===== src/rtl/uci_pkg.sv =====
`default_nettype none
// ----------------------------------------------------------------------------
// uci_pkg
// Shared types and constants of the UTF-8 codepoint range indexer: command
// and register codes, sequencer states, walk phases and the control and
// status bundles between the sequencer and the walk datapath.
// ----------------------------------------------------------------------------
package uci_pkg;

    // default depth of the byte store
    localparam int unsigned UCI_MAX_BYTES = 4096;

    // fixed field widths
    localparam int unsigned QW     = 16;  // signed query positions
    localparam int unsigned OW     = 13;  // result fields
    localparam int unsigned ADW    = 12;  // load address
    localparam int unsigned BW     = 8;   // string byte
    localparam int unsigned CMDW   = 2;
    localparam int unsigned CFG_IW = 1;
    localparam int unsigned CFG_DW = 13;

    // item commands
    localparam logic [CMDW-1:0] CMD_LOAD  = 2'd0;
    localparam logic [CMDW-1:0] CMD_RANGE = 2'd1;
    localparam logic [CMDW-1:0] CMD_COUNT = 2'd2;

    // register indexes
    localparam logic [CFG_IW-1:0] REG_TEXT_LENGTH = 1'd0;
    localparam logic [CFG_IW-1:0] REG_ASCII_ONLY  = 1'd1;

    // sequencer states
    typedef enum logic [2:0] {
        ST_IDLE,
        ST_START,
        ST_STEP,
        ST_READ,
        ST_CHECK,
        ST_FINISH
    } t_state;

    // which walk of an item is running
    typedef enum logic [1:0] {
        PH_BEGIN,
        PH_END,
        PH_COUNT
    } t_phase;

    // sequencer to datapath
    typedef struct packed {
        t_phase phase;
        logic   start;       // load walk origin, or direct ascii result
        logic   step;        // take one codepoint step
        logic   rd;          // fetch byte at walk position
        logic   adv;         // move over one continuation byte
        logic   hold_begin;  // keep begin offset while end walk runs
        logic   save;        // store walk end as cursor
    } t_walk_ctl;

    // datapath to sequencer
    typedef struct packed {
        logic more;      // another codepoint step is due
        logic in_range;  // walk position still inside the string
        logic trail;     // fetched byte is a continuation byte
    } t_walk_sts;

endpackage
`default_nettype wire


===== src/rtl/uci_ctrl.sv =====
`default_nettype none
// ----------------------------------------------------------------------------
// uci_ctrl
// Sequencer: takes items, runs the begin and end walks of a range query or
// the counting walk, byte by byte through the store, and hands the result
// to the output register.
// ----------------------------------------------------------------------------
module uci_ctrl
    import uci_pkg::*;
(
    input  wire logic            i_clk,
    input  wire logic            i_rst_n,
    input  wire logic            i_in_valid,
    input  wire logic [CMDW-1:0] i_cmd,
    input  wire logic            i_ascii,
    input  wire logic            i_out_busy,
    input  wire t_walk_sts       i_sts,
    output logic                 o_in_stall,
    output t_walk_ctl            o_ctl,
    output logic                 o_out_load
);

    t_state r_state;
    t_state n_state;
    t_phase r_phase;
    t_phase n_phase;
    logic   w_accept;

    assign o_in_stall = (r_state != ST_IDLE);
    assign w_accept   = i_in_valid && (r_state == ST_IDLE);

    // state registers
    always_ff @(posedge i_clk) begin
        if (!i_rst_n) begin
            r_state <= ST_IDLE;
            r_phase <= PH_BEGIN;
        end else begin
            r_state <= n_state;
            r_phase <= n_phase;
        end
    end

    // next state
    always_comb begin
        n_state = r_state;
        n_phase = r_phase;
        unique case (r_state)
            ST_IDLE: begin
                if (w_accept) begin
                    case (i_cmd)
                        CMD_RANGE: begin
                            n_state = ST_START;
                            n_phase = PH_BEGIN;
                        end
                        CMD_COUNT: begin
                            n_state = ST_START;
                            n_phase = PH_COUNT;
                        end
                        default: begin
                            n_state = ST_IDLE;
                        end
                    endcase
                end
            end
            ST_START: begin
                n_state = i_ascii ? ST_FINISH : ST_STEP;
            end
            ST_STEP: begin
                n_state = i_sts.more ? ST_READ : ST_FINISH;
            end
            ST_READ: begin
                n_state = i_sts.in_range ? ST_CHECK : ST_STEP;
            end
            ST_CHECK: begin
                n_state = i_sts.trail ? ST_READ : ST_STEP;
            end
            ST_FINISH: begin
                if (r_phase == PH_BEGIN) begin
                    n_state = ST_START;
                    n_phase = PH_END;
                end else if (!i_out_busy) begin
                    n_state = ST_IDLE;
                end
            end
            default: begin
                n_state = ST_IDLE;
            end
        endcase
    end

    // datapath controls
    always_comb begin
        o_ctl            = '0;
        o_ctl.phase      = r_phase;
        o_out_load       = 1'b0;
        unique case (r_state)
            ST_IDLE: begin
                o_out_load = 1'b0;
            end
            ST_START: begin
                o_ctl.start = 1'b1;
            end
            ST_STEP: begin
                o_ctl.step = i_sts.more;
            end
            ST_READ: begin
                o_ctl.rd = i_sts.in_range;
            end
            ST_CHECK: begin
                o_ctl.adv = i_sts.trail;
            end
            ST_FINISH: begin
                o_ctl.save       = !i_ascii && (r_phase != PH_COUNT);
                o_ctl.hold_begin = (r_phase == PH_BEGIN);
                o_out_load       = (r_phase != PH_BEGIN) && !i_out_busy;
            end
            default: begin
                o_out_load = 1'b0;
            end
        endcase
    end

    // a result is never loaded over one still waiting
    a_load_free: assert property (@(posedge i_clk) disable iff (!i_rst_n)
        o_out_load |-> !i_out_busy)
        else $error("result overwritten");

    // a fetch is always followed by its check
    a_read_check: assert property (@(posedge i_clk) disable iff (!i_rst_n)
        (r_state == ST_READ && i_sts.in_range) |=> (r_state == ST_CHECK))
        else $error("fetched byte not checked");

    // a query item starts a walk in the next cycle
    a_query_start: assert property (@(posedge i_clk) disable iff (!i_rst_n)
        (w_accept && (i_cmd == CMD_RANGE || i_cmd == CMD_COUNT))
        |=> (r_state == ST_START))
        else $error("query item not started");

endmodule
`default_nettype wire


===== config.mk =====
export PLATFORM = sky130hd
export DESIGN_NAME = uci_ctrl
export DESIGN_NICKNAME = d
export VERILOG_FILES = /design/src/rtl/uci_pkg.sv /design/src/rtl/uci_ctrl.sv
export SDC_FILE = /design/constraint.sdc
export NUM_CORES = 1
export LEC_CHECK = 0
export BUFFER_PORTS_ARGS = -buffer_cell sky130_fd_sc_hd__buf_2
export CAP_MARGIN = 5
export CORE_AREA = 2 2 39 41
export DETAILED_ROUTE_END_ITERATION = 10
export DIE_AREA = 0 0 41 43
export GPL_ROUTABILITY_DRIVEN = 0
export GPL_TIMING_DRIVEN = 0
export RECOVER_POWER = 25
export SLEW_MARGIN = 20
export SYNTH_ARGS = -nofsm -noshare
export SYNTH_HDL_FRONTEND = slang
export SYNTH_SLANG_ARGS = --single-unit

===== constraint.sdc =====
create_clock -name i_clk -period 1.1 [get_ports i_clk]
set_input_delay 0.165 -clock i_clk [delete_from_list [all_inputs] [get_ports i_clk]]
set_output_delay 0.165 -clock i_clk [all_outputs]
set_load 0.1 [all_outputs]

---- After elaboration in Yosys (flattened, before gate mapping) ----
Index checks and enable logic that the tools add are counted.
storage, ports and cells
  register bits after elaboration ......... 5
  input bits .............................. 10
  output and inout port bits .............. 10
  word-level logic and storage cells ...... 46
cells by class
  equality and inequality tests ........... 12
  multiplexer cells ....................... 19
  reduce and logical (&&, ||, !) cells .... 13
operators with widths
  cell                                                             number
  3-bit 2-to-1 mux                                                 6
  3-bit case mux with 6 select lines                               1
  2-bit case mux with 2 select lines                               2
  1-bit 2-to-1 mux                                                 7
  3-bit by 2-bit == test with 1-bit output, second input constant  2
  3-bit == test, second input constant                             2
  2-bit 2-to-1 mux                                                 3
  2-bit != test, second input constant                             3
  4-bit AND reduction                                              1
  2-bit nonzero test                                               2
  3-bit by 1-bit == test with 1-bit output, second input constant  1
  1-bit logical AND                                                3
  3-bit zero test                                                  1
  3-bit by 1-bit != test with 1-bit output, second input constant  1
  3-bit != test, second input constant                             1
  3-bit nonzero test                                               1
  2-bit by 1-bit == test with 1-bit output, second input constant  1
  2-bit == test, second input constant                             1
  1-bit zero test                                                  2
  2-bit zero test                                                  1
  2-bit AND reduction                                              1
  2-bit OR reduction                                               1

---- Longest topological paths before layout ----
Gate-level depths: netlist of run 1.
  depth in word-level cells ............... 5
  gate-level depth with buffers ........... 5
  mapped depth without buffers ............ 5

---- Worst setup path before layout of run 1 ----
No wires, ideal clock.
  path kind ............................... flip-flop to output port
  from .................................... register r_phase[0]
  to ...................................... output o_ctl[0] (netlist name)
  data arrival time ....................... 3153 ps
  required time ........................... 935 ps
  setup slack ............................. -2218 ps
  cell stages (with the launch flop) ...... 3
  path buffers ............................ 0
  path through ............................ dfxtp_1 nor2b_1 nor3_1
RTL lines
  element                 line            source
  start, declared         uci_ctrl.sv:25  t_phase r_phase;
  start signal, assigned  uci_ctrl.sv:39  r_phase <= n_phase;
  end, declared           uci_ctrl.sv:19  output t_walk_ctl o_ctl,

==> results of run 1 <==
-- synth_stat cells --
library cell	count
nand2_1	6
nor3_1	6
dfxtp_1	5
inv_1	5
a21oi_1	4
nand3b_1	3
nor2_1	3
o21ai_0	3
ha_1	2
a31oi_1	1
and2b_1	1
buf_4	1
buf_6	1
clkbuf_2	1
mux2i_1	1
nand3_1	1
nor2b_1	1
nor3_2	1
nor4_1	1
o211a_1	1
o21ba_2	1
o21bai_1	1
o221a_2	1
o22ai_1	1
o2bb2ai_1	1
o32ai_2	1
or2b_1	1
-- final cells by class --
cell class | instances | area, um^2 | area share, %
Clock buffer | 4 | 26.3 | 2.56
Tap cell | 16 | 20.0 | 1.95
Buffer | 3 | 41.3 | 4.02
Sequential cell | 5 | 116 | 11.3
Inverter | 5 | 22.5 | 2.20
Timing Repair Buffer | 32 | 352 | 34.3
Multi-Input combinational cell | 42 | 448 | 43.7
-- power breakdown --
group          internal, mW  switching, mW
combinational         0.299          0.383
sequential            0.197         0.0245
clock                 0.136         0.0652
total                 0.633          0.473
-- state kept, by name (all words and copies together) (netlist names) --
name / cells
r_state: 3
r_phase: 2
-- cell usage in the layout, fill, tap and decap left out, drive strengths merged, types with 2 or more instances in the layout --
master and instances:
nand3b 3, ha 2, nand2 6, nor2 3, o21ai 3, inv 4
buf 35, clkbuf 4, dfxtp 5, a21oi 4, nor3 7
-- path summary, 6_finish.rpt --
kind | end | start
worst max register to register | r_phase[0]$_SDFFE_PN0P_ | r_state[1]$_SDFFE_PN0P_
worst min register to register | r_phase[1]$_SDFFE_PN0P_ | r_phase[1]$_SDFFE_PN0P_
worst min-delay path | r_state[1]$_SDFFE_PN0P_ | i_rst_n
worst max-delay path | o_ctl[1] | r_state[1]$_SDFFE_PN0P_
-- metal layers --
layer | vias to the layer above | global-route usage, % | share of wire, %
met5 | - | 0 | 0
met4 | 0 | 12.0 | 1.7
met3 | 4 | 4.19 | 3.5
met2 | 14 | 32.8 | 56
met1 | 259 | 23.1 | 39
li1 | 270 | - | -
-- cell families (layout without fill, tap and decap cells) --
| kind of cell | Yosys count | in the layout | synth area share, % |
|---|---|---|---|
| AOI/OAI and AO/OA | 15 | 15 | 26.6 |
| muxes | 1 | 1 | 2.40 |
| buffers and inverters | 8 | 44 | 10.2 |
| DFF | 5 | 5 | 24.0 |
| and+or+nand+nor | 24 | 24 | 30.8 |
| adders and majority gates | 2 | 2 | 5.99 |
-- what timing repair did --
action,4_1_cts,5_1_grt
resized for setup,53,10
setup endpoints to repair,13,13
pin swaps,10,4
buffers inserted,12,2
-- worst max-delay path: stages, from the launching register on --
cell and delay, ns:
dfxtp_2 0.33, nand3b_1 0.22, buf_6 0.17, nor3_4 0.16
buf_12 0.20
-- metrics by stage --
stage / hold slack (ns) / setup WS, ns / TNS [ns]
after floorplan: 0.274 / -0.534 / -4.06
after global placement: 0.451 / -0.569 / -2.54
after detailed placement: 0.446 / -0.573 / -2.59
after CTS: 0.194 / -0.362 / -2.89
after global routing: 0.222 / -0.434 / -3.58
final: 0.225 / -0.385 / -2.92
==> results.json, run 1 <==
{
  "placementRows": 14,
  "outcome": "finished, violations left",
  "finalClockSkew_ns": 0.00143,
  "hold_viol_final": 0,
  "whs_path_depth": 3,
  "placed_area_um2": 659,
  "grt_pass1_wl_mm": 2.38,
  "ant_nets": 0,
  "synthToLayoutAreaGrowth_pct": 146,
  "vias": 547,
  "ys_seq_area_share_pct": 24.0,
  "syn_inst": 55,
  "yosys_warnings": 0,
  "irDropWorstVdd_mv": 0.985,
  "cp.required_ns": 0.94,
  "p_leak_nw": 0.420,
  "clock.fmax_mhz": 674,
  "ys_top_cells_by_area": "dfxtp_1, nor3_1, ha_1",
  "violations": "setup timing",
  "hpwl_um": 879,
  "rrSetupSlack_ns": -0.16,
  "via_per_inst": 5.11,
  "grt_max_degree": 11,
  "crit_path_end_kind": "primary output",
  "synth_cell_types": 27,
  "routed_wl_mm": 1.53,
  "synth.largest_area_cell": "dfxtp_1",
  "startpoint_type": "flip-flop",
  "cts.sinks": 5,
  "setup_slack_ns": -0.385,
  "synth_top_area_share_pct": 24.0,
  "dp.cells": 90,
  "drv_cap": 0,
  "dieHeight_um": 43,
  "fin_area_mm2": 0.00103,
  "cts_hold_buf": 0,
  "ios": 20,
  "dieArea_mm2": 0.00176,
  "min_period_ns": 1.48,
  "min_path_type": "in2reg",
  "powerDensity_mw_per_mm2": 1080,
  "io_buffer_count": 19,
  "ys_ff_latch": 5,
  "wl_per_cell_um": 14.3,
  "critical_path_class": "reg2out",
  "initial_core_util_pct": 30.2,
  "slew_headroom_pct": 75.8,
  "rsz0062_at_grt": "yes",
  "r2r_cells": 6,
  "post-route-util_pct": 74.1,
  "cts_made_buffers": 3,
  "die_w_um": 41,
  "post_synth.cell_area_avg_um2": 7.60,
  "cts-root-buf": "clkbuf_4",
  "finalMaxSlewViolations": 0,
  "grt_usage_pct": 20.4,
  "clk-insertion-delay-late_ns": 0.23,
  "grt_antenna_before_repair": 0,
  "syn_nets": 67,
  "drc": 0,
  "layout.cells.non_filler": 107,
  "first_iter_violations": 6,
  "path_clk_slew_ns": 0.04,
  "gr-total-overflow": 0,
  "worst_pin_slew_ns": 0.359,
  "drive_gt1_share_pct": 72.5,
  "cts_buffer_depth": 2,
  "nFillCells": 97,
  "cp.arrival_ns": 1.32,
  "path_max_fanout": 4,
  "grt_pass1_vias": 560,
  "power_mw": 1.11,
  "netlist_area_um2": 418,
  "antenna_cells": 0,
  "fp.coreArea_mm2": 0.00138,
  "drtPass1Iterations": 4,
  "finalSetupViolations": 12,
  "layout.nets": 104,
  "period_share_pct": 135,
  "cts_tree": "done",
  "cts_max_level": 1
}
Note: power is estimated with default switching activity, not from simulation.
==> run 2: changes to the inputs <==
--- a/config.mk
+++ b/config.mk
@@ -5,6 +5,7 @@
 export SDC_FILE = /design/constraint.sdc
 export NUM_CORES = 1
 export LEC_CHECK = 0
+export ABC_CLOCK_PERIOD_IN_PS = 1100
 export BUFFER_PORTS_ARGS = -buffer_cell sky130_fd_sc_hd__buf_2
 export CAP_MARGIN = 5
 export CORE_AREA = 2 2 39 41
@@ -13,6 +14,7 @@
 export GPL_ROUTABILITY_DRIVEN = 0
 export GPL_TIMING_DRIVEN = 0
 export RECOVER_POWER = 25
+export SETUP_SLACK_MARGIN = 0.2
 export SLEW_MARGIN = 20
 export SYNTH_ARGS = -nofsm -noshare
 export SYNTH_HDL_FRONTEND = slang
==> run 2 against run 1 <==
Net effect: the flow still finishes with violations (setup timing); maximum frequency decreased by 0.74%; first-iteration DRC count is 33% lower; clock power is essentially flat; combinational power grew 5.0%; largest power group unchanged; highest routed layer unchanged.
==> results.json, run 2 (synthesis gave the netlist of run 1 again) <==
{
  "grt_usage_pct": 20.1,
  "pwr-share-comb_pct": 62.9,
  "ios": 20,
  "cts_made_buffers": 3,
  "nFillCells": 79,
  "ant_nets": 0,
  "dieHeight_um": 43,
  "startpoint_type": "flip-flop",
  "cp.depth": 5,
  "io_buffer_count": 19,
  "first_iter_violations": 4,
  "vias": 580,
  "fp.coreArea_mm2": 0.00138,
  "finalSetupViolations": 14,
  "internal_power_uw": 650,
  "grt_pass1_vias": 574,
  "grt_max_degree": 11,
  "layout.nets": 109,
  "cts.sinks": 5,
  "r2r_cells": 6,
  "crit_buf_inv": 2,
  "wl_per_cell_um": 15.6,
  "initial_core_util_pct": 30.2,
  "rsz0062_at_grt": "yes",
  "period_share_pct": 136,
  "path_cells": "nand3b_1 -> buf_6 -> o21bai_4 -> nor2_4 -> buf_12",
  "seq_area_um2": 116,
  "hpwl_um": 866,
  "swShare_pct": 42.9,
  "regMostFlops": "r_state",
  "slowest_stage": "dfxtp_2",
  "whs_path_depth": 3,
  "grt_antenna_before_repair": 0,
  "seqPwrFrac_pct": 19.4,
  "p_sw_uw": 488,
  "finalMaxSlewViolations": 0,
  "placementRows": 14,
  "clkPwrFrac_pct": 17.8,
  "hold_viol_final": 0,
  "setup_slack_ns": -0.396,
  "cts-root-buf": "clkbuf_4",
  "layout_common_cells": "buf_4, buf_6, buf_2, buf_12, nor3_4",
  "antenna_cells": 0,
  "min_path_type": "in2reg",
  "drv_cap": 0,
  "outcome": "finished, violations left",
  "grt_pass1_wl_mm": 2.37,
  "critical-path-top-delay-family": "flip-flops",
  "top_regs": "r_state x3, r_phase x2",
  "cts_tree": "done",
  "cp.arrival_ns": 1.33,
  "cp.required_ns": 0.94,
  "multi_input_area_um2": 458,
  "min_period_ns": 1.50,
  "synthToLayoutAreaGrowth_pct": 159,
  "drive_gt1_share_pct": 76.0,
  "largest_register_ffs": 3,
  "clock.fmax_mhz": 669,
  "clk-insertion-delay-late_ns": 0.23,
  "cts_hold_buf": 0,
  "crit_path_end_kind": "primary output",
  "worst_pin_slew_ns": 0.357,
  "path_clk_slew_ns": 0.04,
  "fin_setup_tns_ns": -3.10,
  "gr-total-overflow": 0,
  "drtPass1Iterations": 4,
  "critical_path_class": "reg2out",
  "path_max_fanout": 4,
  "routed_wl_mm": 1.74,
  "layout.cells.non_filler": 112,
  "slew_headroom_pct": 75.9,
  "via_per_inst": 5.18,
  "cts_buffer_depth": 2,
  "violations": "setup timing",
  "die_w_um": 41,
  "drc": 0,
  "irDropWorstVdd_mv": 1.02,
  "mostFrequentLayoutCell": "buf_4",
  "p_leak_nw": 0.447,
  "finalClockSkew_ns": 0.000677,
  "cts_max_level": 1,
  "slowest_delay_ns": 0.33,
  "powerDensity_mw_per_mm2": 1050,
  "dieArea_mm2": 0.00176,
  "dp.cells": 90
}
## run 2: cell types whose count changed in the layout (fill, tap and decap cells not counted), sizes merged
cell / before / now
buf: 35 / 40
## run 2: cell type report
cell class	instances	share of cell area, %
Buffer	3	3.82
Clock buffer	4	2.43
Inverter	5	2.08
Multi-Input combinational cell	42	42.3
Sequential cell	5	10.8
Tap cell	16	1.85
Timing Repair Buffer	37	36.8
## run 2: path summary, 6_finish.rpt
check	from	to	slack, ns
worst min-delay path	i_in_valid	r_phase[1]$_SDFFE_PN0P_	0.21
worst max register to register	r_state[1]$_SDFFE_PN0P_	r_phase[0]$_SDFFE_PN0P_	-0.17
worst min register to register	r_phase[0]$_SDFFE_PN0P_	r_phase[0]$_SDFFE_PN0P_	0.63
worst max-delay path	r_state[1]$_SDFFE_PN0P_	o_out_load	-0.40
## run 2: routing by layer
layer | global-route usage [%] | routed length [um]
met5 | 0 | 0
met4 | 10.0 | 28
met3 | 2.09 | 36
met2 | 36.6 | 999
met1 | 20.8 | 678
## run 2: power groups by stage
stage	logic, mW	clock network [mW]	registers (mW)
6_report	0.716	0.202	0.220
3_5_place_dp	0.426	0	0.222
5_1_grt	0.751	0.230	0.222
2_1_floorplan	0.331	0	0.239
3_3_place_gp	0.422	0	0.222
4_1_cts	0.624	0.216	0.220
## run 2: worst min-delay path, delay by kind of cell
family | cells | cell delay (ns)
AOI/OAI and AO/OA | 1 | 0.06
buffers and inverters | 1 | 0.13
and+or+nand+nor | 1 | 0.06
## run 2: timing repair
action                                  4_1_cts  5_1_grt
buffers inserted                             13        5
gates resized for setup                      56       13
hold endpoints to repair                      0        0
endpoints found under the setup margin       15       15
pin swaps                                    10        4
## run 2: through the flow
stage	power, mW	hold slack (ns)	area (um^2)	setup WS, ns	utilization, %
2_1_floorplan	0.570	0.274	544	-0.534	-
3_3_place_gp	0.644	0.451	659	-0.570	47.6
3_5_place_dp	0.647	0.450	659	-0.566	47.6
4_1_cts	1.06	0.202	997	-0.398	72.1
5_1_grt	1.20	0.207	1080	-0.450	78.2
6_report	1.14	0.215	1080	-0.396	78.2
==> run 3: changes to the inputs <==
--- a/config.mk
+++ b/config.mk
@@ -5,7 +5,7 @@
 export SDC_FILE = /design/constraint.sdc
 export NUM_CORES = 1
 export LEC_CHECK = 0
-export ABC_CLOCK_PERIOD_IN_PS = 1100
+export ABC_CLOCK_PERIOD_IN_PS = 1800
 export BUFFER_PORTS_ARGS = -buffer_cell sky130_fd_sc_hd__buf_2
 export CAP_MARGIN = 5
 export CORE_AREA = 2 2 39 41
@@ -13,6 +13,7 @@
 export DIE_AREA = 0 0 41 43
 export GPL_ROUTABILITY_DRIVEN = 0
 export GPL_TIMING_DRIVEN = 0
+export PLACE_DENSITY = 0.63
 export RECOVER_POWER = 25
 export SETUP_SLACK_MARGIN = 0.2
 export SLEW_MARGIN = 20
==> constraint.sdc (replaced) <==
create_clock -name i_clk -period 1.8 [get_ports i_clk]
set_input_delay 0.27 -clock i_clk [delete_from_list [all_inputs] [get_ports i_clk]]
set_output_delay 0.27 -clock i_clk [all_outputs]
set_load 0.1 [all_outputs]
==> run 3 against run 2 <==
Net effect: largest cell class unchanged; final cell count fell by 13%; clock-buffer cell count unchanged; the run now ends clean; design area is 26% lower; global-route usage down 5.2 points; combinational power fell by 61%; die area stayed put; sequential power fell by 39%; highest routed layer unchanged; first-iteration DRC count rose by 25%.
==> results.json, run 3 (synthesis gave the netlist of run 1 again) <==
{
  "outcome": "finished, final reports clean",
  "pwr-share-comb_pct": 51.6,
  "crit_buf_inv": 1,
  "clock.fmax_mhz": 623,
  "gr-total-overflow": 0,
  "io_buffer_count": 19,
  "ant_nets": 0,
  "finalMaxSlewViolations": 0,
  "placementRows": 14,
  "fin_setup_tns_ns": 0,
  "initial_core_util_pct": 30.2,
  "p_leak_nw": 0.336,
  "grt_pass1_vias": 460,
  "path_cells": "nand3b_1 -> o21bai_4 -> nor2_4 -> buf_12",
  "wl_per_cell_um": 11.4,
  "clkPwrFrac_pct": 23.9,
  "die_w_um": 41,
  "drtPass1Iterations": 2,
  "top_regs": "r_state x3, r_phase x2",
  "irDropWorstVdd_mv": 0.546,
  "post-route-util_pct": 57.5,
  "min_period_ns": 1.61,
  "fp.coreArea_mm2": 0.00138,
  "min_path_type": "in2reg",
  "drc": 0,
  "cts_max_level": 1,
  "seqPwrFrac_pct": 24.6,
  "dieArea_mm2": 0.00176,
  "multi_input_area_um2": 372,
  "seq_area_um2": 110,
  "antenna_cells": 0,
  "crit_path_end_kind": "primary output",
  "cts_tree": "done",
  "p_sw_uw": 247,
  "grt_max_degree": 11,
  "critical_path_class": "reg2out",
  "finalClockSkew_ns": 0.00526,
  "dieHeight_um": 43,
  "cp.arrival_ns": 1.34,
  "ios": 20,
  "layout_common_cells": "buf_2, nor3_4, inv_1, nand2_1",
  "clk-insertion-delay-late_ns": 0.24,
  "regMostFlops": "r_state",
  "finalSetupViolations": 0,
  "routed_wl_mm": 1.11,
  "path_max_fanout": 4,
  "synthToLayoutAreaGrowth_pct": 90.4,
  "startpoint_type": "flip-flop",
  "first_iter_violations": 5,
  "via_per_inst": 5.10,
  "drv_cap": 0,
  "internal_power_uw": 298,
  "worst_pin_slew_ns": 0.484,
  "cts_buffer_depth": 2,
  "grt_pass1_wl_mm": 1.77,
  "cts.sinks": 5,
  "swShare_pct": 45.4,
  "mostFrequentLayoutCell": "buf_2",
  "drive_gt1_share_pct": 56.1,
  "period_share_pct": 89.2,
  "cp.required_ns": 1.53,
  "rsz0062_at_grt": "yes",
  "slowest_stage": "dfxtp_1",
  "grt_antenna_before_repair": 0,
  "hold_viol_final": 0,
  "slew_headroom_pct": 67.9,
  "cts_made_buffers": 3,
  "largest_register_ffs": 3,
  "cts-root-buf": "clkbuf_4",
  "cts_hold_buf": 0,
  "layout.nets": 95,
  "path_clk_slew_ns": 0.04,
  "powerDensity_mw_per_mm2": 685,
  "grt_usage_pct": 14.9,
  "slowest_delay_ns": 0.33,
  "vias": 500,
  "nFillCells": 134,
  "hold_slack_ns": 0.301,
  "hpwl_um": 820,
  "critical-path-top-delay-family": "simple AND/OR/NAND/NOR gates"
}
## run 3: routing by layer
| layer | up-vias | part of all wire (%) | track usage, % |
|---|---|---|---|
| met5 | - | 0 | 0 |
| met4 | 0 | 1.7 | 8.00 |
| met3 | 4 | 5.6 | 4.71 |
| met2 | 17 | 50 | 23.1 |
| met1 | 225 | 43 | 17.3 |
| li1 | 254 | - | - |
## run 3: area by class of cell
class / instances / area share [%]
multi-input cells: 42 / 46.7
repair buffers: 23 / 26.1
flip-flops and latches: 5 / 13.8
plain buffers: 3 / 5.19
clock buffers: 4 / 3.30
well taps: 16 / 2.52
inverters: 5 / 2.36
## run 3: power groups by stage
stage	clock, mW	sequential, mW	combinational [mW]
after detailed placement	0	0.136	0.256
after CTS	0.135	0.133	0.273
after global routing	0.140	0.135	0.298
after floorplan	0	0.146	0.201
final	0.130	0.134	0.281
after global placement	0	0.135	0.255
## run 3: repair_timing
action,CTS,global route
buffers inserted,3,1
endpoints found under the setup margin,7,7
pin swaps,1,1
gates resized for setup,16,10
## run 3: final timing paths
path	start	slack [ns]	endpoint	cells after the start
setup / recovery	r_state[1]$_SDFFE_PN0P_	0.19	o_out_load	4
hold reg to reg	r_phase[1]$_SDFFE_PN0P_	0.56	r_phase[1]$_SDFFE_PN0P_	2
setup reg to reg	r_state[1]$_SDFFE_PN0P_	0.62	r_phase[0]$_SDFFE_PN0P_	4
hold / removal	i_rst_n	0.30	r_state[1]$_SDFFE_PN0P_	3
## run 3: tightest hold or removal path, delay by kind of cell
| kind | cells | cell delay [ns] |
|---|---|---|
| AND/OR/NAND/NOR | 1 | 0.06 |
| buffers and inverters | 1 | 0.13 |
| AO/OA/AOI/OAI | 1 | 0.04 |
## run 3: per-stage QoR
step	std cells	area [um^2]	power [mW]	setup WS, ns
6_report	98	796	0.545	0.194
5_1_grt	98	796	0.573	0.136
4_1_cts	97	756	0.542	0.102
3_5_place_dp	90	653	0.392	0.0112
3_3_place_gp	90	653	0.390	0.0156
2_1_floorplan	55	538	0.347	0.0610
