==> config.mk <==
export PLATFORM = sky130hd
export DESIGN_NAME = uci_walk
export DESIGN_NICKNAME = d
export VERILOG_FILES = /design/src/rtl/uci_pkg.sv /design/src/rtl/uci_walk.sv
export SDC_FILE = /design/constraint.sdc
export NUM_CORES = 1
export LEC_CHECK = 0
export BUFFER_PORTS_ARGS = -buffer_cell sky130_fd_sc_hd__buf_2
export CORE_MARGIN = 2
export CORE_UTILIZATION = 59
export CTS_CLUSTER_DIAMETER = 150
export DETAILED_ROUTE_END_ITERATION = 12
export HOLD_SLACK_MARGIN = 0.12
export PLACE_DENSITY_LB_ADDON = 0.15
export SLEW_MARGIN = 20
export SYNTH_ARGS = -nofsm -noshare
export SYNTH_HDL_FRONTEND = slang
export SYNTH_SLANG_ARGS = --single-unit
==> constraint.sdc <==
create_clock -name i_clk -period 6.6 [get_ports i_clk]
set_input_delay 1.32 -clock i_clk [delete_from_list [all_inputs] [get_ports i_clk]]
set_output_delay 1.32 -clock i_clk [all_outputs]
set_load 0.1 [all_outputs]
==> src/rtl/uci_pkg.sv <==
`default_nettype none
// ----------------------------------------------------------------------------
// uci_pkg
// Shared types and constants of the UTF-8 codepoint range indexer: command
// and register codes, sequencer states, walk phases and the control and
// status bundles between the sequencer and the walk datapath.
// ----------------------------------------------------------------------------
package uci_pkg;

    // default depth of the byte store
    localparam int unsigned UCI_MAX_BYTES = 4096;

    // fixed field widths
    localparam int unsigned QW     = 16;  // signed query positions
    localparam int unsigned OW     = 13;  // result fields
    localparam int unsigned ADW    = 12;  // load address
    localparam int unsigned BW     = 8;   // string byte
    localparam int unsigned CMDW   = 2;
    localparam int unsigned CFG_IW = 1;
    localparam int unsigned CFG_DW = 13;

    // item commands
    localparam logic [CMDW-1:0] CMD_LOAD  = 2'd0;
    localparam logic [CMDW-1:0] CMD_RANGE = 2'd1;
    localparam logic [CMDW-1:0] CMD_COUNT = 2'd2;

    // register indexes
    localparam logic [CFG_IW-1:0] REG_TEXT_LENGTH = 1'd0;
    localparam logic [CFG_IW-1:0] REG_ASCII_ONLY  = 1'd1;

    // sequencer states
    typedef enum logic [2:0] {
        ST_IDLE,
        ST_START,
        ST_STEP,
        ST_READ,
        ST_CHECK,
        ST_FINISH
    } t_state;

    // which walk of an item is running
    typedef enum logic [1:0] {
        PH_BEGIN,
        PH_END,
        PH_COUNT
    } t_phase;

    // sequencer to datapath
    typedef struct packed {
        t_phase phase;
        logic   start;       // load walk origin, or direct ascii result
        logic   step;        // take one codepoint step
        logic   rd;          // fetch byte at walk position
        logic   adv;         // move over one continuation byte
        logic   hold_begin;  // keep begin offset while end walk runs
        logic   save;        // store walk end as cursor
    } t_walk_ctl;

    // datapath to sequencer
    typedef struct packed {
        logic more;      // another codepoint step is due
        logic in_range;  // walk position still inside the string
        logic trail;     // fetched byte is a continuation byte
    } t_walk_sts;

endpackage
`default_nettype wire

==> src/rtl/uci_walk.sv <==
`default_nettype none
// ----------------------------------------------------------------------------
// uci_walk
// Walk datapath: byte position stepped by one shared increment/decrement unit,
// codepoint counter, origin selection from the forward and backward cursors,
// direct ascii mapping and the result fields.
// ----------------------------------------------------------------------------
module uci_walk
    import uci_pkg::*;
#(
    parameter  int unsigned MAX_BYTES = UCI_MAX_BYTES,
    localparam int unsigned CW        = $clog2(MAX_BYTES + 1),
    localparam int unsigned AW        = $clog2(MAX_BYTES)
) (
    input  wire logic                 i_clk,
    input  wire logic                 i_rst_n,
    input  wire t_walk_ctl            i_ctl,
    input  wire logic                 i_clr,
    input  wire logic                 i_ascii,
    input  wire logic [CW-1:0]        i_len,
    input  wire logic signed [QW-1:0] i_from,
    input  wire logic signed [QW-1:0] i_to,
    input  wire logic [BW-1:0]        i_rdata,
    output t_walk_sts                 o_sts,
    output logic [AW-1:0]             o_raddr,
    output logic [OW-1:0]             o_begin,
    output logic [OW-1:0]             o_end,
    output logic [OW-1:0]             o_count
);

    localparam int unsigned PW = QW + 1;
    localparam int unsigned KW = (CW > PW) ? CW : PW;

    // walk registers
    logic [CW-1:0] r_b;
    logic [CW-1:0] r_c;
    logic [PW-1:0] r_pos;
    logic          r_fwd;
    logic          r_unb;
    logic [CW-1:0] r_begin;

    // cursors
    logic          r_fwd_vld;
    logic [CW-1:0] r_fwd_c;
    logic [CW-1:0] r_fwd_b;
    logic          r_bwd_vld;
    logic [CW-1:0] r_bwd_c;
    logic [CW-1:0] r_bwd_b;

    logic [PW-1:0] w_from_x;
    logic [PW-1:0] w_to_x;
    logic [PW-1:0] w_st_pos;
    logic          w_st_fwd;
    logic          w_st_unb;
    logic [KW-1:0] w_pos_k;
    logic [KW-1:0] w_len_k;
    logic [KW-1:0] w_asc_fwd;
    logic [KW-1:0] w_asc_bwd;
    logic          w_fwd_hit;
    logic          w_bwd_hit;
    logic [CW-1:0] w_st_b;
    logic [CW-1:0] w_st_c;
    logic [CW-1:0] w_b_step;
    logic          w_in_range;
    logic [CW+OW-1:0] w_b_ext;
    logic [CW+OW-1:0] w_c_ext;
    logic [CW+OW-1:0] w_beg_ext;

    assign w_from_x = {i_from[QW-1], i_from};
    assign w_to_x   = {i_to[QW-1], i_to};

    // walk direction and target count for the phase
    always_comb begin
        w_st_fwd = 1'b1;
        w_st_unb = 1'b0;
        w_st_pos = '0;
        unique case (i_ctl.phase)
            PH_BEGIN: begin
                if (!i_from[QW-1]) begin
                    w_st_pos = (i_from == '0) ? '0 : w_from_x - PW'(1);
                end else begin
                    w_st_fwd = 1'b0;
                    w_st_pos = PW'(0) - w_from_x;
                end
            end
            PH_END: begin
                if (!i_to[QW-1]) begin
                    w_st_pos = w_to_x;
                end else begin
                    w_st_fwd = 1'b0;
                    w_st_pos = ~w_to_x;
                end
            end
            PH_COUNT: begin
                w_st_unb = 1'b1;
            end
            default: begin
                w_st_unb = 1'b0;
            end
        endcase
    end

    // ascii mode maps positions straight to bytes
    assign w_pos_k   = KW'(w_st_pos);
    assign w_len_k   = KW'(i_len);
    assign w_asc_fwd = (w_pos_k < w_len_k) ? w_pos_k : w_len_k;
    assign w_asc_bwd = (w_len_k > w_pos_k) ? (w_len_k - w_pos_k) : '0;

    // resume from a cursor that lies at or before the target
    assign w_fwd_hit = r_fwd_vld && !w_st_unb && (w_pos_k >= KW'(r_fwd_c));
    assign w_bwd_hit = r_bwd_vld && (w_pos_k >= KW'(r_bwd_c));

    // walk origin
    always_comb begin
        w_st_b = '0;
        w_st_c = '0;
        if (i_ascii) begin
            w_st_c = i_len;
            w_st_b = w_st_fwd ? w_asc_fwd[CW-1:0] : w_asc_bwd[CW-1:0];
        end else if (w_st_fwd) begin
            if (w_fwd_hit) begin
                w_st_b = r_fwd_b;
                w_st_c = r_fwd_c;
            end
        end else if (w_bwd_hit) begin
            w_st_b = r_bwd_b;
            w_st_c = r_bwd_c;
        end else begin
            w_st_b = i_len;
        end
    end

    // shared position step unit and limit compares
    assign w_b_step   = r_fwd ? (r_b + CW'(1)) : (r_b - CW'(1));
    assign w_in_range = r_fwd ? (r_b < i_len) : (r_b != '0);

    assign o_sts.in_range = w_in_range;
    assign o_sts.more     = w_in_range && (r_unb || (KW'(r_c) < KW'(r_pos)));
    assign o_sts.trail    = (i_rdata[BW-1:BW-2] == 2'b10);

    assign o_raddr = r_b[AW-1:0];

    // walk registers
    always_ff @(posedge i_clk) begin
        if (i_ctl.start) begin
            r_b   <= w_st_b;
            r_c   <= w_st_c;
            r_pos <= w_st_pos;
            r_fwd <= w_st_fwd;
            r_unb <= w_st_unb;
        end else if (i_ctl.step) begin
            r_b <= w_b_step;
            r_c <= r_c + CW'(1);
        end else if (i_ctl.adv) begin
            r_b <= w_b_step;
        end
        if (i_ctl.hold_begin) begin
            r_begin <= r_b;
        end
    end

    // cursor validity
    always_ff @(posedge i_clk) begin
        if (!i_rst_n) begin
            r_fwd_vld <= 1'b0;
            r_bwd_vld <= 1'b0;
        end else if (i_clr) begin
            r_fwd_vld <= 1'b0;
            r_bwd_vld <= 1'b0;
        end else if (i_ctl.save) begin
            if (r_fwd) begin
                r_fwd_vld <= 1'b1;
            end else begin
                r_bwd_vld <= 1'b1;
            end
        end
    end

    // cursor positions
    always_ff @(posedge i_clk) begin
        if (i_ctl.save) begin
            if (r_fwd) begin
                r_fwd_c <= r_c;
                r_fwd_b <= r_b;
            end else begin
                r_bwd_c <= r_c;
                r_bwd_b <= r_b;
            end
        end
    end

    // result fields
    assign w_b_ext   = (CW + OW)'(r_b);
    assign w_c_ext   = (CW + OW)'(r_c);
    assign w_beg_ext = (CW + OW)'(r_begin);

    always_comb begin
        if (i_ctl.phase == PH_COUNT) begin
            o_begin = '0;
            o_end   = '0;
            o_count = w_c_ext[OW-1:0];
        end else begin
            o_begin = w_beg_ext[OW-1:0];
            o_end   = w_b_ext[OW-1:0];
            o_count = '0;
        end
    end

    // a valid forward cursor never lies past the string end
    a_fwd_bound: assert property (@(posedge i_clk) disable iff (!i_rst_n)
        r_fwd_vld |-> (r_fwd_b <= i_len))
        else $error("forward cursor beyond string end");

    // a codepoint step counts exactly one codepoint
    a_step_count: assert property (@(posedge i_clk) disable iff (!i_rst_n)
        i_ctl.step |=> (r_c == $past(r_c) + CW'(1)))
        else $error("codepoint counter out of step");

endmodule
`default_nettype wire

Word level (Yosys, flattened, before mapping)
Cells that the tools add are included.

word-level totals
  bits in registers = 112
  output and inout port bits = 54
  word-level logic and storage cells = 73

cells by class
  add/sub/neg operators = 6
  order comparisons = 6
  equal/unequal tests = 3
  mux-type cells = 29
  bitwise logic cells = 3
  reduce and logical (&&, ||, !) cells = 14

operators with widths
  kind                                                                   count
  13-bit 2-to-1 mux                                                      20
  17-bit 2-to-1 mux                                                      3
  17-bit by 13-bit >= comparator with 1-bit output                       2
  17-bit case mux with 2 select lines                                    1
  13-bit by 1-bit adder with 13-bit output (second input constant)       2
  13-bit by 17-bit > comparator with 1-bit output                        1
  13-bit by 17-bit < comparator with 1-bit output                        1
  17-bit by 13-bit < comparator with 1-bit output                        1
  17-bit inverter                                                        1
  1-bit by 16-bit subtractor with 17-bit output (first input constant)   1
  16-bit by 2-bit subtractor with 17-bit output (second input constant)  1
  16-bit logical NOT                                                     1
  13-bit < comparator                                                    1
  13-bit nonzero test                                                    1
  13-bit by 1-bit subtractor with 13-bit output (second input constant)  1
  13-bit subtractor                                                      1
  2-bit == test (second input constant)                                  2
  1-bit logical AND                                                      4
  1-bit 2-to-1 mux                                                       4
  2-bit AND reduction                                                    2
  3-bit nonzero test                                                     1
  2-bit by 1-bit == test with 1-bit output (second input constant)       1
  2-bit logical NOT                                                      1
  1-bit inverter                                                         2
  other kinds (5)                                                        5

Logic depth before layout (Yosys ltp)
Gate-level depths: netlist of the first run.

  depth after elaboration = 10
  mapped depth = 21
  mapped depth without buffers = 19

Least setup slack after synthesis of the first run
Ideal clock, no wire load.

  path kind = input-to-reg
  start = in i_from[0]
  end = reg r_b[7], data pin
  arrival time = 5.033 ns
  slack = 1.309 ns
  cell stages on the path = 19
  path buffers = 2
  cells stage by stage = inv_1 -> ha_1 -> nor4b_1 -> and4_1 -> or2_2 -> clkbuf_1 -> o22ai_1 -> inv_1 -> ha_1 -> o21ai_0 -> a21oi_1 -> o41ai_1 -> o211ai_1 -> a221oi_1 -> nor2_4 -> buf_6 -> nand3_1 -> o21ai_0 -> o221a_2

on the way
  cells in the longest elaborated chain, start to end = 10
  elaborated cells between the ends (all ways) = 21

RTL lines
  element                                                                              RTL line                          source
  start: declaration                                                                   uci_walk.sv:21                    input wire logic signed [QW-1:0] i_from,
  16-bit by 2-bit subtractor with 17-bit output or 16-bit logical NOT (tied branches)  uci_walk.sv:80                    w_st_pos = (i_from == '0) ? '0 : w_from_x - PW'(1);
  17-bit 2-to-1 mux                                                                    uci_walk.sv:80
  17-bit 2-to-1 mux (*)                                                                uci_walk.sv:79                    if (!i_from[QW-1]) begin
  17-bit case mux with 2 select lines (*)                                              uci_walk.sv:77                    unique case (i_ctl.phase)
  named net w_pos_k[3]                                                                 uci_walk.sv:55                    logic [KW-1:0] w_pos_k;
  17-bit by 13-bit >= comparator with 1-bit output, on equally long branches           uci_walk.sv:111, uci_walk.sv:110
  1-bit logical AND, on equally long branches                                          uci_walk.sv:111, uci_walk.sv:110
  13-bit 2-to-1 mux, on equally long branches                                          uci_walk.sv:125, uci_walk.sv:121
  13-bit 2-to-1 mux                                                                    uci_walk.sv:120                   end else if (w_st_fwd) begin
  13-bit 2-to-1 mux (*)                                                                uci_walk.sv:117                   if (i_ascii) begin
  13-bit 2-to-1 mux (*)                                                                uci_walk.sv:145                   if (i_ctl.start) begin
  end signal: assignment                                                               uci_walk.sv:146                   r_b <= w_st_b;
  end signal: assignment                                                               uci_walk.sv:152                   r_b <= w_b_step;
  end signal: assignment                                                               uci_walk.sv:155                   r_b <= w_b_step;
  end: declaration                                                                     uci_walk.sv:35                    logic [CW-1:0] r_b;

Mark *: on every way through the listed nets, which the timed path passes. The rest lies on a longest branch.
A chain may end at the register's enable or synchronous reset.

Final worst setup path of the first run
  start = in i_from[5]
  end = reg r_b[9], data pin

The elaborated chain is that of the path after synthesis.

==> impl_metrics.py, run 1 <==
metrics = {
    "die": {
        "fp.dieArea_sq_mm": 0.01507,
        "fp.dieW_um": 122.8,
        "ios": 119,
        "fp.coreArea_sq_mm": 0.01383,
        "start_util": 0.6018,
        "row_count": 43,
        "die_h_um": 122.8,
    },
    "synthesis": {
        "avgSynthCellArea_sq_um": 10.07,
        "synth-edff-count": 110,
        "synth_area_sq_mm": 0.008322,
        "synth-seq-area-share": 0.4017,
        "syn_nets": 970,
        "syn_inst": 826,
        "ys_async_sr_fraction": 0,
        "ys_types": 74,
        "yosys-top-cells-area": "edfxtp_1 40%, ha_1 12%, xnor2_1 4.1%, inv_1 3.4%, and2_1 3.1%",
        "ys.flop_type": "edfxtp_1",
        "netlist.area_leader.share": 0.3969,
        "yosysWarnings": 0,
        "post-synth-top-area-cell": "edfxtp_1",
        "synth-seq-cells": 112,
    },
    "finish": {
        "final_common_cell": "buf_2",
        "layout-drive-gt1-share": 0.1821,
        "stdcell_count": 1108,
        "layout_common_cells": "111 x buf_2, 110 x edfxtp_1, 77 x ha_1",
        "utilization": 0.6733,
        "fillCellCount": 1097,
        "area_delta_synth_final_pct": 11.88,
        "nNetsFinal": 1067,
        "register_area_sq_mm": 0.003343,
        "multi_input_area_sq_mm": 0.004449,
        "diodes": 0,
    },
    "worst_setup_path": {
        "reg2reg_from": "r_fwd$_DFFE_PP_",
        "required_ns": 6.71,
        "crit_type": "primary input to flip-flop",
        "critPathCaptureType": "flip-flop",
        "start_kind": "primary input",
        "worstPathArrival_ns": 6.03,
        "reg2reg_slack_ns": 3.09,
        "crit_fanout": 28,
        "rr_endpoint": "r_b[12]$_DFFE_PP_",
        "reg2reg_depth": 11,
    },
    "sta": {
        "tns_ns": 0,
        "max_freq_mhz": 169.0,
        "hold_viol_final": 0,
        "slew_headroom": 0.3244,
        "fin_skew_ns": 0.009890,
        "worst_pin_slew_ns": 1.013,
        "maxSlewViolCount": 0,
        "timing.final.crit_share": 0.8966,
        "setup_viol": 0,
        "rsz0062_at_grt": "no",
        "min_period_ns": 5.917,
    },
    "place": {
        "dp_cells": 1092,
        "gp_congestion": 0.9380,
        "portBuffers": 111,
        "post-dp-hpwl_mm": 18.15,
    },
    "power": {
        "p_comb_frac": 0.453,
        "clockPowerShare": 0.191,
        "p_int_uw": 1602,
        "power_frac_seq": 0.357,
        "power_switching_uw": 1360,
        "pwr_density_cell_mw_per_mm2": 318.2,
        "vdd_drop_max_v": 0.0003349,
        "swShare": 0.4591,
        "p_leak_uw": 0.003958,
    },
    "drt": {
        "wirelength_mm": 24.27,
        "drc_errors": 0,
        "avgRoutedWirePerCell_um": 21.90,
        "first_pass_iters": 7,
        "drtIter0Drc": 939,
        "drtAntennaViolNets": 0,
        "vias": 7130,
        "avgViaCountPerCell": 6.435,
    },
    "cts": {
        "post_cts.repair.setup_buffers": 0,
        "clockBufferDepth": 2,
        "cts_hold_buf": 0,
        "h-tree-depth": 3,
        "cts_resized": 0,
        "clkTransAtPathRegs_ns": 0.08,
        "cts_sinks": 112,
        "clk_latency_ns": 0.35,
        "tritoncts": "built",
        "numCtsBuffers": 9,
        "cts-root-buf": "clkbuf_16",
    },
    "outcome": {
        "outcome": "finished clean",
    },
    "hold_path": {
        "hold_class": "flip-flop to flip-flop",
        "hold_depth": 2,
        "whs_endpoint": "r_fwd_vld$_SDFFE_PP0P_",
        "hp-start": "r_fwd_vld$_SDFFE_PP0P_",
    },
    "grt": {
        "antenna_found_initial": 0,
        "grt_pass1_wl_mm": 36.82,
        "grt_pass1_vias": 6686,
        "grt_start_max_net_pins": 54,
        "grt-ovfl-total": 0,
        "grt_usage": 0.3289,
    },
    "flow_run": {
        "cap_violations": 0,
    },
}
## synthesized netlist by cell type (3+ instances only)
cell       instances
or2_2              4
or3_1              3
and2_1            41
and3_1            14
nand2b_1          12
inv_1             75
nand4_1            7
a21o_1             7
a22oi_1            6
buf_4             14
clkbuf_1          20
xnor2_1           39
a22o_1             3
o22ai_1            8
nor2_1            43
mux2i_1           10
o31a_1             3
o211ai_1           5
nor3_1            24
nor4_1             9
o221a_2            4
xor2_1            26
a2111oi_0          3
ha_1              77
o21a_1             9
buf_6              3
buf_2              6
nor2b_1            7
edfxtp_1         110
or4_1              6
a31oi_1            7
nand2_1           37
o41ai_1            4
o21ai_0           35
a211oi_1          11
a21oi_1           28
nand3_1           22
a311oi_1          10
a221oi_1          23
## metrics by stage
| step | hold WS [ns] | power (uW) | setup WS (ns) | instance area (sq um) |
|---|---|---|---|---|
| 5_1_grt | 0.5454 | 3084 | 0.3786 | 9310 |
| 4_1_cts | 0.5092 | 2947 | 0.8318 | 9310 |
| 2_1_floorplan | 0.4399 | 2114 | 1.309 | 8322 |
| 3_3_place_gp | 0.4602 | 2358 | 0.5609 | 9005 |
| 3_5_place_dp | 0.4952 | 2392 | 0.4477 | 9005 |
| 6_report | 0.5042 | 2962 | 0.6826 | 9310 |
## kinds of logic (layout without fill, tap and decap cells)
| family | count (synthesis) | count (layout) | share of synthesized area |
|---|---|---|---|
| xor gates and xnor gates | 65 | 65 | 0.06841 |
| DFF | 112 | 112 | 0.4017 |
| buffers and inverters | 121 | 223 | 0.06450 |
| AOI/OAI and AO/OA | 195 | 195 | 0.1728 |
| and+or+nand+nor | 243 | 243 | 0.1586 |
| muxes | 11 | 11 | 0.01338 |
| adders and majority gates | 79 | 79 | 0.1206 |
## power groups by stage
stage | combinational (uW) | clock [uW] | sequential (uW)
finish | 1340 | 564 | 1060
global route | 1420 | 593 | 1070
CTS | 1330 | 564 | 1050
detailed placement | 1320 | 0 | 1070
global placement | 1300 | 0 | 1060
floorplan | 1110 | 0 | 1010
## critical path, cell delays in order
cell and delay, ns:
buf_2 0.14, nor4_1 0.57, nand2_1 0.25, or4_1 0.46, xnor2_1 0.15, o22ai_1 0.67, buf_4 0.24, inv_1 0.04
ha_1 0.36, and4_1 0.21, a221oi_1 0.10, buf_4 0.18, nor2_4 0.54, mux2i_1 0.25, o21ai_0 0.20, o221a_2 0.34
## metal layers
metal  up-vias  routed length, um  track usage  share of wire
li1       3271                  -            -              -
met1      3377               9509       0.4389           0.39
met2       421              11180       0.5135           0.46
met3        61               2666      0.07853           0.11
met4         0                905       0.1372          0.037
met5         -                  0            0              0
## how the worst max path moves through the flow
stage / to / slack (ns) / depth (start not counted) / from
2_1_floorplan: r_b[7]$_DFFE_PP_ / 1.31 / 19 / i_from[0]
3_3_place_gp: r_b[4]$_DFFE_PP_ / 0.56 / 16 / i_from[5]
3_5_place_dp: r_b[9]$_DFFE_PP_ / 0.45 / 16 / i_from[5]
4_1_cts: r_b[9]$_DFFE_PP_ / 0.83 / 16 / i_from[5]
5_1_grt: r_b[9]$_DFFE_PP_ / 0.38 / 16 / i_from[5]
6_report: r_b[9]$_DFFE_PP_ / 0.68 / 16 / i_from[5]
## state kept, by name, summed over array words and instances (netlist names)
name and cells:
r_pos 17, r_b 13, r_bwd_c 13, r_bwd_vld 1, r_c 13, r_fwd_b 13
r_fwd 1, r_unb 1, r_fwd_c 13, r_begin 13, r_bwd_b 13, r_fwd_vld 1
## cell type report
class | count | share of cell area
Inverter | 77 | 0.03104
Tap cell | 180 | 0.02419
Clock buffer | 9 | 0.02419
Timing Repair Buffer | 130 | 0.07499
Sequential cell | 112 | 0.3591
Clock inverter | 7 | 0.008601
Multi-Input combinational cell | 593 | 0.4779
Power figures use the tool's default switching activity.
==> run 2, diff against run 1 <==
Settings changed: CELL_PAD_IN_SITES_DETAIL_PLACEMENT from default to 1, CELL_PAD_IN_SITES_GLOBAL_PLACEMENT from default to 1, CORE_UTILIZATION 59 to 46, SLEW_MARGIN 20 to default.
Clock period 6.6 ns to 6 ns, I/O delays scaled along.
==> run 2 against run 1 <==
Net effect:
- flip-flop and latch count did not move
- critical path depth grew 4
- die area is 27% higher
- critical endpoint is now r_b[6]$_DFFE_PP_
- combinational power increased by 13%
- cell area increased by 2.5%
- wire length up 14%
==> impl_metrics.py, run 2 (synthesized netlist as in run 1, its figures left out) <==
metrics = {
    "sta": {
        "timing.final.crit_share": 0.9774,
        "tns_ns": 0,
        "layout_setup_ws_ns": 0.1358,
        "setup_viol": 0,
        "maxSlewViolCount": 0,
        "slew_headroom": 0.3561,
        "hold_viol_final": 0,
        "worst_pin_slew_ns": 0.9659,
        "max_freq_mhz": 170.5,
        "fin_skew_ns": 0.008637,
        "min_period_ns": 5.864,
        "whs_ns": 0.5408,
        "rsz0062_at_grt": "no",
    },
    "worst_setup_path": {
        "critPathTopFamily": "compound AO/OA/AOI/OAI gates",
        "critPathSlowestCell": "a21oi_1",
        "start_kind": "primary input",
        "worst-path-buf-inv": 4,
        "crit_type": "primary input to flip-flop",
        "critPathCaptureType": "flip-flop",
        "slowest_delay_ns": 0.69,
        "worstPathArrival_ns": 6.08,
        "path_cells": "buf_2 > nor4_1 > nand2_1 > nor2_1 > xnor2_1 > or3_1 > a21oi_1 > buf_4 > ha_1 > a21oi_1 > nand2_1 > o21ai_0 > o311ai_0 > buf_4 > nand3b_4 > a21oi_1 > buf_4 > nand2_1 > a22o_1 > a21oi_1",
        "crit_fanout": 7,
        "reg2reg_slack_ns": 2.45,
        "required_ns": 6.22,
        "crit_top_cell": "a21oi_1",
    },
    "drt": {
        "first_pass_iters": 6,
        "drtIter0Drc": 417,
        "drc_errors": 0,
        "drtAntennaViolNets": 0,
        "vias": 7220,
        "avgRoutedWirePerCell_um": 23.62,
        "wirelength_mm": 27.66,
        "avgViaCountPerCell": 6.166,
    },
    "finish": {
        "layout_common_cells": "111 x buf_2, 110 x edfxtp_1, 77 x ha_1",
        "area_delta_synth_final_pct": 14.66,
        "nNetsFinal": 1081,
        "fillCellCount": 2041,
        "register_area_sq_mm": 0.003343,
        "regMostFlops": "r_pos",
        "diodes": 0,
        "layout-drive-gt1-share": 0.1943,
        "largest_register_ffs": 17,
        "utilization": 0.5348,
        "multi_input_area_sq_mm": 0.004452,
        "final_common_cell": "buf_2",
    },
    "cts": {
        "clkTransAtPathRegs_ns": 0.08,
        "cts_sinks": 112,
        "cts-root-buf": "clkbuf_16",
        "h-tree-depth": 3,
        "post_cts.repair.setup_buffers": 0,
        "tritoncts": "built",
        "clk_latency_ns": 0.37,
        "numCtsBuffers": 9,
        "clockBufferDepth": 2,
    },
    "power": {
        "p_comb_frac": 0.449,
        "power_switching_uw": 1550,
        "p_leak_uw": 0.004049,
        "vdd_drop_max_v": 0.0002512,
        "pwr_density_cell_mw_per_mm2": 352.7,
        "power_frac_seq": 0.347,
        "clockPowerShare": 0.203,
        "p_int_uw": 1816,
        "swShare": 0.4604,
    },
    "die": {
        "fp.dieW_um": 138.5,
        "row_count": 49,
        "fp.coreArea_sq_mm": 0.01784,
        "fp.dieArea_sq_mm": 0.01918,
        "ios": 119,
        "start_util": 0.4664,
        "die_h_um": 138.5,
    },
    "place": {
        "post-dp-hpwl_mm": 20.91,
        "gp_congestion": 0.9296,
        "dp_slack_ns": 0.03247,
        "portBuffers": 111,
    },
    "outcome": {
        "outcome": "finished clean",
    },
    "flow_run": {
        "cap_violations": 0,
    },
    "grt": {
        "grt_pass1_wl_mm": 42.71,
        "grt_pass1_vias": 7720,
        "grt-ovfl-total": 0,
        "grt_start_max_net_pins": 31,
        "antenna_found_initial": 1,
        "grt_usage": 0.2901,
    },
    "hold_path": {
        "hold_class": "flip-flop to flip-flop",
    },
}
run 2: cell types whose count changed in the layout (fill, tap and decap cells not counted), sizes merged:
cell / change
clkinvlp: -1
buf: +14
bufinv: +1
run 2: worst reg2reg max path, delay by kind of cell, from the launching register on:
kind | cells | cell delay [ns]
compound gates | 7 | 1.96
fa+ha+maj | 1 | 0.25
flops | 1 | 0.41
buf+inv | 3 | 0.55
simple gates | 2 | 0.24
run 2: routing by layer:
metal  vias to the layer above  global-route usage  share of wire
met4                         2              0.1364          0.040
met2                       250              0.4875           0.49
met1                      3591              0.3575           0.40
met5                         -                   0        0.00047
met3                        76             0.06269          0.066
li1                       3301                   -              -
run 2: through the flow:
step / power (uW) / std cells / cell area (sq um)
2_1_floorplan: 2326 / 826 / 8322
3_3_place_gp: 2627 / 1155 / 9204
3_5_place_dp: 2687 / 1155 / 9204
4_1_cts: 3367 / 1171 / 9534
5_1_grt: 3512 / 1171 / 9542
6_report: 3365 / 1171 / 9542
run 2: repair_timing:
action | CTS | global route
setup endpoints to repair | 0 | 2
resized for setup | 0 | 1
hold buffers | 0 | 0
run 2: layout make-up:
cell class / count / area share
clock buffers: 9 / 0.02360
inverters: 77 / 0.03029
clock inverters: 7 / 0.01101
multi-input cells: 593 / 0.4666
well taps: 229 / 0.03003
flip-flops and latches: 112 / 0.3504
repair buffers: 144 / 0.08812
run 2: path summary, 6_finish.rpt:
path                          start                endpoint  cells after the start
max                       i_from[5]        r_b[6]$_DFFE_PP_                     20
min          r_fwd_vld$_SDFFE_PP0P_  r_fwd_vld$_SDFFE_PP0P_                      2
max reg2reg    r_bwd_c[2]$_DFFE_PP_        r_b[6]$_DFFE_PP_                     13
min reg2reg  r_fwd_vld$_SDFFE_PP0P_  r_fwd_vld$_SDFFE_PP0P_                      2
run 2: power groups by stage:
stage | clock (uW) | combinational [uW] | sequential (uW)
final | 683 | 1510 | 1170
after global routing | 716 | 1610 | 1190
after CTS | 690 | 1510 | 1170
after detailed placement | 0 | 1500 | 1190
after global placement | 0 | 1450 | 1180
after floorplan | 0 | 1220 | 1110
==> run 3, diff against run 2 <==
--- a/config.mk
+++ b/config.mk
@@ -10,5 +10,6 @@
 export CELL_PAD_IN_SITES_GLOBAL_PLACEMENT = 1
 export CORE_MARGIN = 2
-export CORE_UTILIZATION = 46
+export CORE_UTILIZATION = 47
+export CTS_BUF_LIST = sky130_fd_sc_hd__clkbuf_4
 export CTS_CLUSTER_DIAMETER = 150
 export DETAILED_ROUTE_END_ITERATION = 12
==> constraint.sdc (replaced) <==
create_clock -name i_clk -period 6 [get_ports i_clk]
set_input_delay 0.6 -clock i_clk [delete_from_list [all_inputs] [get_ports i_clk]]
set_output_delay 0.6 -clock i_clk [all_outputs]
set_load 0.1 [all_outputs]
==> run 3 against run 2 <==
Net effect:
- count of clock-buffer cells in the layout unchanged
- die area shrank 2.1%
- flip-flop and latch count unchanged
- highest routed layer is now met4
- critical path type unchanged
==> impl_metrics.py, run 3 (synthesized netlist as in run 1, its figures left out) <==
metrics = {
    "cts": {
        "cts-root-buf": "clkbuf_4",
        "clk_latency_ns": 0.50,
        "h-tree-depth": 3,
        "post_cts.repair.setup_buffers": 0,
        "clkTransAtPathRegs_ns": 0.16,
        "clockBufferDepth": 2,
        "numCtsBuffers": 9,
        "cts_sinks": 112,
        "tritoncts": "built",
        "cts_resized": 0,
        "cts_hold_buf": 0,
    },
    "grt": {
        "grt-ovfl-total": 0,
        "grt_pass1_vias": 7373,
        "antenna_found_initial": 1,
        "grt_start_max_net_pins": 30,
        "grt_usage": 0.2950,
        "grt_pass1_wl_mm": 41.47,
    },
    "finish": {
        "nNetsFinal": 1064,
        "regMostFlops": "r_pos",
        "layout_common_cells": "111 x buf_2, 110 x edfxtp_1, 77 x ha_1",
        "final_common_cell": "buf_2",
        "layout-drive-gt1-share": 0.1786,
        "multi_input_area_sq_mm": 0.004444,
        "area_delta_synth_final_pct": 10.28,
        "register_area_sq_mm": 0.003343,
        "fillCellCount": 1945,
        "stdcell_count": 1150,
        "largest_register_ffs": 17,
    },
    "power": {
        "p_int_uw": 1561,
        "power_frac_seq": 0.382,
        "vdd_drop_max_v": 0.0002857,
        "pwr_density_cell_mw_per_mm2": 333.5,
        "swShare": 0.4898,
        "p_comb_frac": 0.488,
        "power_switching_uw": 1499,
        "p_leak_uw": 0.003867,
        "clockPowerShare": 0.130,
    },
    "place": {
        "gp_congestion": 0.8924,
        "dp_cells": 1134,
        "portBuffers": 111,
        "post-dp-hpwl_mm": 20.59,
    },
    "worst_setup_path": {
        "critPathSlowestCell": "a21oi_1",
        "crit_top_cell": "a21oi_1",
        "start_kind": "primary input",
        "rr_endpoint": "r_b[12]$_DFFE_PP_",
        "reg2reg_depth": 11,
        "reg2reg_from": "r_fwd$_DFFE_PP_",
        "slowest_delay_ns": 0.80,
        "path_cells": "buf_2 > nor4_1 > nand2_1 > nor2_1 > xnor2_1 > or3_1 > a21oi_1 > buf_4 > ha_1 > a21oi_1 > nand2_1 > o21ai_0 > o311ai_0 > nand3b_4 > a21oi_1 > a22oi_1 > a22oi_1 > o21a_1",
        "worstPathArrival_ns": 5.32,
        "crit_fanout": 11,
        "crit_type": "primary input to flip-flop",
        "required_ns": 6.36,
        "critPathCaptureType": "flip-flop",
        "reg2reg_slack_ns": 2.48,
    },
    "sta": {
        "timing.final.crit_share": 0.8277,
        "rsz0062_at_grt": "no",
        "fin_skew_ns": 0.03075,
        "min_period_ns": 4.966,
        "maxSlewViolCount": 0,
        "max_freq_mhz": 201.4,
        "worst_pin_slew_ns": 0.9914,
        "tns_ns": 0,
        "setup_viol": 0,
        "hold_viol_final": 0,
        "slew_headroom": 0.3391,
    },
    "die": {
        "ios": 119,
        "fp.dieArea_sq_mm": 0.01879,
        "start_util": 0.4811,
        "die_h_um": 137.1,
        "fp.coreArea_sq_mm": 0.01730,
        "fp.dieW_um": 137.1,
        "row_count": 48,
    },
    "drt": {
        "vias": 7045,
        "drtIter0Drc": 540,
        "avgRoutedWirePerCell_um": 23.24,
        "drc_errors": 0,
        "avgViaCountPerCell": 6.126,
        "first_pass_iters": 5,
        "drtAntennaViolNets": 0,
        "wirelength_mm": 26.73,
    },
    "hold_path": {
        "hold_class": "primary input to flip-flop",
        "whs_endpoint": "r_bwd_vld$_SDFFE_PP0P_",
        "hold_depth": 3,
        "hp-start": "i_rst_n",
    },
    "flow_run": {
        "cap_violations": 0,
    },
    "outcome": {
        "outcome": "finished clean",
    },
}
## run 3: cell types whose count changed in the layout (fill, tap and decap cells not counted), moves of 3 or more
cell / delta
buf_4: -14
clkbuf_16: -9
clkbuf_4: +9
buf_12: -3
## run 3: worst max path at each step
stage                          from                 to  slack (ns)  cells past startpoint
after detailed placement  i_from[0]   r_b[9]$_DFFE_PP_        0.56                     18
after global placement    i_from[0]   r_b[8]$_DFFE_PP_        0.66                     18
after floorplan           i_from[0]   r_b[7]$_DFFE_PP_        1.43                     19
after CTS                 i_from[0]   r_b[8]$_DFFE_PP_        1.10                     18
after global routing      i_from[5]  r_b[10]$_DFFE_PP_        0.57                     18
final                     i_from[5]  r_b[10]$_DFFE_PP_        1.03                     18
## run 3: per-stage QoR
step	setup WS, ns	cell area [sq um]	util	hold slack, ns	total power, uW
2_1_floorplan	1.429	8322	-	0.4399	2326
3_3_place_gp	0.6633	9034	0.5223	0.5246	2612
3_5_place_dp	0.5596	9034	0.5223	0.5439	2669
4_1_cts	1.098	9175	0.5305	0.3420	3066
5_1_grt	0.5707	9178	0.5306	0.3786	3203
6_report	1.034	9178	0.5306	0.3687	3060
## run 3: metal layers
metal  global-route usage  wire (um)  up-vias
met2               0.4914      12990      261
met3              0.06037       1985       61
met4              0.09794        816        0
li1                     -          -     3259
met5                    0          0        -
met1               0.3829      10940     3464
## run 3: final cells by class
class,count,area share
Clock inverter,6,0.008044
Sequential cell,112,0.3643
Antenna cell,1,0.0002727
Clock buffer,9,0.007362
Tap cell,225,0.03067
Timing Repair Buffer,127,0.07362
Multi-Input combinational cell,593,0.4843
Inverter,77,0.03149
## run 3: critical path, delay by kind of cell
| kind | cells | cell delay [ns] |
|---|---|---|
| AO/OA/AOI/OAI | 8 | 2.33 |
| XOR/XNOR | 1 | 0.08 |
| adder cells (fa/ha/maj) | 1 | 0.26 |
| buffers and inverters | 2 | 0.35 |
| AND/OR/NAND/NOR | 6 | 1.68 |
## run 3: power groups by stage
stage | sequential (uW) | combinational, uW | clock [uW]
floorplan | 1110 | 1220 | 0
global placement | 1180 | 1440 | 0
global route | 1180 | 1590 | 428
detailed placement | 1190 | 1480 | 0
CTS | 1170 | 1490 | 408
finish | 1170 | 1490 | 399
